File: src/rtl/core/dsot_pkg.sv
// Shared types and constants for the distance-sorted offset table.
// No dependencies; used by dsot_ctrl, dsot_datapath and the top level.
package dsot_pkg;

   localparam int TABLE_DEPTH     = 256;
   localparam int MAX_HALF_EXTENT = 7;
   localparam int ADDR_W          = 8;   // table address bits
   localparam int CNT_W           = 9;   // counts up to TABLE_DEPTH
   localparam int COORD_W         = 4;
   localparam int DIST_W          = 7;
   localparam int CSR_IDX_W       = 3;
   localparam int CSR_DATA_W      = 7;

   // register indexes
   localparam logic [CSR_IDX_W-1:0] CSR_MAX_DX     = 3'd0;
   localparam logic [CSR_IDX_W-1:0] CSR_MAX_DY     = 3'd1;
   localparam logic [CSR_IDX_W-1:0] CSR_ALLOW_ZERO = 3'd2;
   localparam logic [CSR_IDX_W-1:0] CSR_DIST_LIMIT = 3'd3;

   // request actions
   localparam logic ACT_BUILD = 1'b0;
   localparam logic ACT_QUERY = 1'b1;

   typedef struct packed {
      logic signed [COORD_W-1:0] x;
      logic signed [COORD_W-1:0] y;
      logic [DIST_W-1:0]         d;
   } entry_type;

   typedef enum logic [3:0] {
      CMD_NONE,
      CMD_START_BUILD,
      CMD_FILL,
      CMD_SORT_LOAD,
      CMD_SORT_RD,
      CMD_SORT_CMP,
      CMD_SORT_STORE,
      CMD_CNT_RD,
      CMD_CNT_NEXT,
      CMD_BUILD_END,
      CMD_Q_START,
      CMD_Q_ITH,
      CMD_SRCH_RD,
      CMD_SRCH_CMP
   } cmd_op_type;

   typedef struct packed {
      cmd_op_type op;
   } cmd_type;

   typedef struct packed {
      logic fill_last;   // last grid cell this cycle
      logic sort_more;   // a+1 < n
      logic b_last;      // b is the last entry
      logic cnt_go;      // i < n
      logic cnt_hit;     // read distance within limit
      logic srch_go;     // i < size and i < limit
      logic srch_hit;    // read entry matches query
   } status_type;

endpackage

File: src/rtl/core/dsot_ctrl.sv
// Controller state machine for the offset table: sequences build and query.
// Depends on dsot_pkg for command and status types.
module dsot_ctrl (
   input  logic                 clock,
   input  logic                 reset,
   input  logic                 req_valid,
   input  logic                 req_action,
   output logic                 req_ready,
   output logic                 rsp_valid,
   input  logic                 rsp_ready,
   input  dsot_pkg::status_type st,
   output dsot_pkg::cmd_type    cmd
);

   typedef enum logic [11:0] {
      S_IDLE       = 12'b000000000001,
      S_FILL       = 12'b000000000010,
      S_SORT_CHK   = 12'b000000000100,
      S_SORT_LOAD  = 12'b000000001000,
      S_SORT_RD    = 12'b000000010000,
      S_SORT_CMP   = 12'b000000100000,
      S_SORT_STORE = 12'b000001000000,
      S_CNT_RD     = 12'b000010000000,
      S_CNT_CMP    = 12'b000100000000,
      S_Q_ITH      = 12'b001000000000,
      S_SRCH       = 12'b010000000000,
      S_RESP       = 12'b100000000000
   } state_type;

   state_type state_ff, state_in;
   logic      srch_cmp_ff, srch_cmp_in;  // search: compare phase

   assign req_ready = (state_ff == S_IDLE);
   assign rsp_valid = (state_ff == S_RESP);

   // next state and command
   always_comb begin
      state_in    = state_ff;
      srch_cmp_in = srch_cmp_ff;
      cmd.op      = dsot_pkg::CMD_NONE;
      unique case (state_ff)
         S_IDLE: begin
            if (req_valid) begin
               if (req_action == dsot_pkg::ACT_BUILD) begin
                  cmd.op   = dsot_pkg::CMD_START_BUILD;
                  state_in = S_FILL;
               end else begin
                  cmd.op   = dsot_pkg::CMD_Q_START;
                  state_in = S_Q_ITH;
               end
            end
         end
         S_FILL: begin
            cmd.op = dsot_pkg::CMD_FILL;
            if (st.fill_last) state_in = S_SORT_CHK;
         end
         S_SORT_CHK: begin
            state_in = st.sort_more ? S_SORT_LOAD : S_CNT_RD;
         end
         S_SORT_LOAD: begin
            cmd.op   = dsot_pkg::CMD_SORT_LOAD;
            state_in = S_SORT_RD;
         end
         S_SORT_RD: begin
            cmd.op   = dsot_pkg::CMD_SORT_RD;
            state_in = S_SORT_CMP;
         end
         S_SORT_CMP: begin
            cmd.op = dsot_pkg::CMD_SORT_CMP;
            if (st.b_last) state_in = S_SORT_STORE;
         end
         S_SORT_STORE: begin
            cmd.op   = dsot_pkg::CMD_SORT_STORE;
            state_in = S_SORT_CHK;
         end
         S_CNT_RD: begin
            if (st.cnt_go) begin
               cmd.op   = dsot_pkg::CMD_CNT_RD;
               state_in = S_CNT_CMP;
            end else begin
               cmd.op   = dsot_pkg::CMD_BUILD_END;
               state_in = S_RESP;
            end
         end
         S_CNT_CMP: begin
            if (st.cnt_hit) begin
               cmd.op   = dsot_pkg::CMD_CNT_NEXT;
               state_in = S_CNT_RD;
            end else begin
               cmd.op   = dsot_pkg::CMD_BUILD_END;
               state_in = S_RESP;
            end
         end
         S_Q_ITH: begin
            cmd.op      = dsot_pkg::CMD_Q_ITH;
            srch_cmp_in = 1'b0;
            state_in    = S_SRCH;
         end
         S_SRCH: begin
            if (!srch_cmp_ff) begin
               if (st.srch_go) begin
                  cmd.op      = dsot_pkg::CMD_SRCH_RD;
                  srch_cmp_in = 1'b1;
               end else begin
                  state_in = S_RESP;
               end
            end else begin
               cmd.op      = dsot_pkg::CMD_SRCH_CMP;
               srch_cmp_in = 1'b0;
               if (st.srch_hit) state_in = S_RESP;
            end
         end
         S_RESP: begin
            if (rsp_ready) state_in = S_IDLE;
         end
         default: state_in = S_IDLE;
      endcase
   end

   // state registers
   always_ff @(posedge clock) begin
      if (reset) begin
         state_ff    <= S_IDLE;
         srch_cmp_ff <= 1'b0;
      end else begin
         state_ff    <= state_in;
         srch_cmp_ff <= srch_cmp_in;
      end
   end

endmodule

File: config.mk
export PLATFORM = sky130hd
export DESIGN_NAME = dsot_ctrl
export DESIGN_NICKNAME = d
export VERILOG_FILES = /design/src/rtl/core/dsot_pkg.sv /design/src/rtl/core/dsot_ctrl.sv
export SDC_FILE = /design/constraint.sdc
export NUM_CORES = 1
export LEC_CHECK = 0
export BUFFER_PORTS_ARGS = -buffer_cell sky130_fd_sc_hd__buf_2
export CAP_MARGIN = 20
export CORE_MARGIN = 5
export CORE_UTILIZATION = 53
export CTS_CLUSTER_DIAMETER = 40
export DETAILED_ROUTE_END_ITERATION = 6
export PLACE_DENSITY = 0.84
export SLEW_MARGIN = 0
export SYNTH_ARGS = -nofsm -noshare
export SYNTH_HDL_FRONTEND = slang
export SYNTH_SLANG_ARGS = --single-unit
File: constraint.sdc
create_clock -name clock -period 2.6 [get_ports clock]
set_input_delay 0.13 -clock clock [delete_from_list [all_inputs] [get_ports clock]]
set_output_delay 0.13 -clock clock [all_outputs]
set_load 0.1 [all_outputs]
==> results.sh <==
export IMPL_grt_antenna_before_repair=0
export IMPL_vdd_ir_drop_max_mv=0.558
export IMPL_cellPowerDensity_nw_per_um2=647
export IMPL_m1WireLength_mm=1.11
export IMPL_syn_area_per_cell_um2=7.68
export IMPL_track_usage_pct=20.9
export IMPL_fin_skew_ns=0.0148
export IMPL_setup_viol_count_final=0
export IMPL_pin_count=18
export IMPL_wirelength_mm=2.61
export IMPL_wire_per_inst_um=15.3
export IMPL_n_antenna_cell=0
export IMPL_multiInputGateArea_um2=683
export IMPL_period_share_pct=97.1
export IMPL_maxSlewViolCount=0
export IMPL_status="finished, final reports clean"
export IMPL_start_util_pct=55.1
export IMPL_cp_end_kind="output port"
export IMPL_post_cts_buffers=0
export IMPL_drt_pass1_iterations=4
export IMPL_htreeDepth=1
export IMPL_synth_seq_cells=13
export IMPL_synthFlopType="dfxtp_1"
export IMPL_yosysUniqueCellTypes=37
export IMPL_drc=0
export IMPL_grt_max_degree=10
export IMPL_num_rows=15
export IMPL_cts_clk_slew_worst_paths_ns=0.09
export IMPL_critical_path_max_fanout=5
export IMPL_drv_cap=0
export IMPL_rsz0062_at_grt="false"
export IMPL_relSlewSlack_pct=63.4
export IMPL_cts_buffers=3
export IMPL_min_path_type="input pin to register"
export IMPL_synth_edf_count=0
export IMPL_clockBufferDepth=2
export IMPL_fin_tns_setup_ns=0
export IMPL_place_congestion=0.974
export IMPL_drive_gt1_share_pct=28.8
export IMPL_synthArstFlopShare_pct=0
export IMPL_tritoncts="yes"
export IMPL_drtAntennaViolNets=0
export IMPL_critPathArrivalTime_ns=2.39
export IMPL_port_buffer_count=17
export IMPL_utilization_pct=66.4
export IMPL_syn_inst=124
export IMPL_rrSetupSlack_ns=0.50
export IMPL_cp_required_ns=2.47
export IMPL_setup_worst_path_class="register to output port"
export IMPL_regArea_um2=260
export IMPL_grt_pass1_wl_mm=4.25
export IMPL_wl_met2_mm=1.21
export IMPL_synthToLayoutAreaGrowth_pct=20.4
export IMPL_dieHeight_um=52.4
export IMPL_grt_overflow_total=0
export IMPL_clk_latency_ns=0.28
export IMPL_fmax_ghz=0.396
export IMPL_ys_warn_count=0
export IMPL_core_um2=1730
export IMPL_worstMarginPinSlew_ns=0.544
export IMPL_route_met3_wl_um=250
export IMPL_die_w_um=52.4
export IMPL_finalHoldViolCount=0
export IMPL_synthesis_area_um2=952
export IMPL_vias=1083
export IMPL_syn_num_nets=136
export IMPL_final_min_clock_period_ns=2.52
export IMPL_grt_pass1_vias=949
export IMPL_cts_root_buf="clkbuf_4"
export IMPL_fill_cells=157
export IMPL_vias_per_cell=6.33
export IMPL_nets=159
export IMPL_total_leakage_power_nw=0.467
export IMPL_routed_top_layer="met4"
export IMPL_drtIter0Drc=52
export IMPL_synth_seq_area_share_pct=27.3
export IMPL_dieArea_um2=2740
export IMPL_cts_sinks=13
export IMPL_crit_path_start_kind="register"
export IMPL_dp_hpwl_mm=2.08
==> cell usage after synthesis, types with 2 or more instances <==
library cell,instances,area [um2]
o21a_1,3,22.5
nand4_1,8,50.1
o221ai_1,2,17.5
o2111ai_1,2,17.5
nor2b_1,4,25.0
nor4_1,5,31.3
xor2_1,3,26.3
inv_1,3,11.3
clkbuf_1,2,7.51
dfxtp_1,13,260
nand2_1,6,22.5
nand3b_1,2,15.0
nor3_1,4,20.0
or4_4,2,22.5
or3b_2,4,35.0
nand3_1,7,35.0
or4_1,2,15.0
and4_1,2,17.5
o211ai_1,2,15.0
o21ai_0,6,30.0
a21oi_1,7,35.0
nor2_1,13,48.8
nand2b_1,4,25.0
a31oi_1,4,25.0
and2_1,2,12.5
==> cell usage in the layout (no fill, tap or decap), types with 3 or more instances in the layout <==
cell	instances
or3b_2	4
o21a_1	3
nor2b_1	4
nand3_1	6
buf_2	14
a31oi_1	4
a21oi_1	7
nand2b_1	4
nor4_1	4
o21ai_0	6
clkbuf_4	6
nor3_1	4
xor2_1	3
dfxtp_1	13
nand2_1	6
nand4_1	8
nor2_1	12
buf_4	5
==> final cells by class <==
type,instances,area share (%)
multi-input combinational,104,59.6
tap,25,2.73
clock buffer,4,2.29
inverter,3,1.31
sequential,13,22.7
timing repair buffer,22,11.4
==> stage by stage <==
stage | total power [mW] | worst slack (ns) | area (um2) | hold WS (ns) | std cells
after floorplan | 0.526 | 0.0738 | 976 | 0.199 | 124
after global placement | 0.596 | 0.404 | 1110 | 0.383 | 167
after detailed placement | 0.605 | 0.338 | 1110 | 0.385 | 167
after CTS | 0.731 | 0.0208 | 1130 | 0.0852 | 171
after global routing | 0.774 | 0.0151 | 1150 | 0.103 | 171
final | 0.741 | 0.0762 | 1150 | 0.0849 | 171
==> critical path, stage by stage (launching register included) <==
cell	delay, ns
dfxtp_1	0.36
or4_4	0.59
nor3_4	0.24
nand3_2	0.17
clkinvlp_4	0.13
a31oi_1	0.16
o2111ai_2	0.10
clkbuf_4	0.36
==> what timing repair did <==
| item | in CTS | in global routing |
|---|---|---|
| setup endpoints to repair | 0 | 3 |
| resized for setup | 0 | 4 |
| hold buffers | 0 | 0 |
==> metal layers <==
layer / vias to the layer above / GRT usage (%)
li1: 518 / -
met1: 505 / 28.6
met2: 54 / 33.5
met3: 6 / 4.27
met4: 0 / 4.68
met5: - / 0
==> path summary, 6_finish.rpt <==
path               startpoint          end  cells past startpoint
hold reg to reg   srch_cmp_ff  srch_cmp_ff                      2
setup reg to reg  state_ff[8]  state_ff[1]                      5
setup / recovery  state_ff[8]       cmd[3]                      7
hold / removal     req_action  state_ff[9]                      3
==> logic make-up after synthesis <==
kind of cell    count (synthesis)  share of synthesized area [%]
flops                          13                           27.3
simple gates                   73                           47.2
xor+xnor                        4                           3.68
mux                             1                           1.05
buf+inv                         7                           3.68
compound gates                 26                           17.1
==> registers in the layout (all words and copies together), names as in the netlist <==
register / count
srch_cmp_ff: 1
state_ff: 12
==> where the power goes <==
group | internal, mW | leakage (nW) | switching (mW) | total (mW)
combinational | 0.110 | 0.346 | 0.266 | 0.376
clock | 0.0595 | 0.0150 | 0.0709 | 0.130
sequential | 0.210 | 0.105 | 0.0243 | 0.234
total | 0.380 | 0.467 | 0.361 | 0.741
Note: power is estimated with default switching activity, not from simulation.
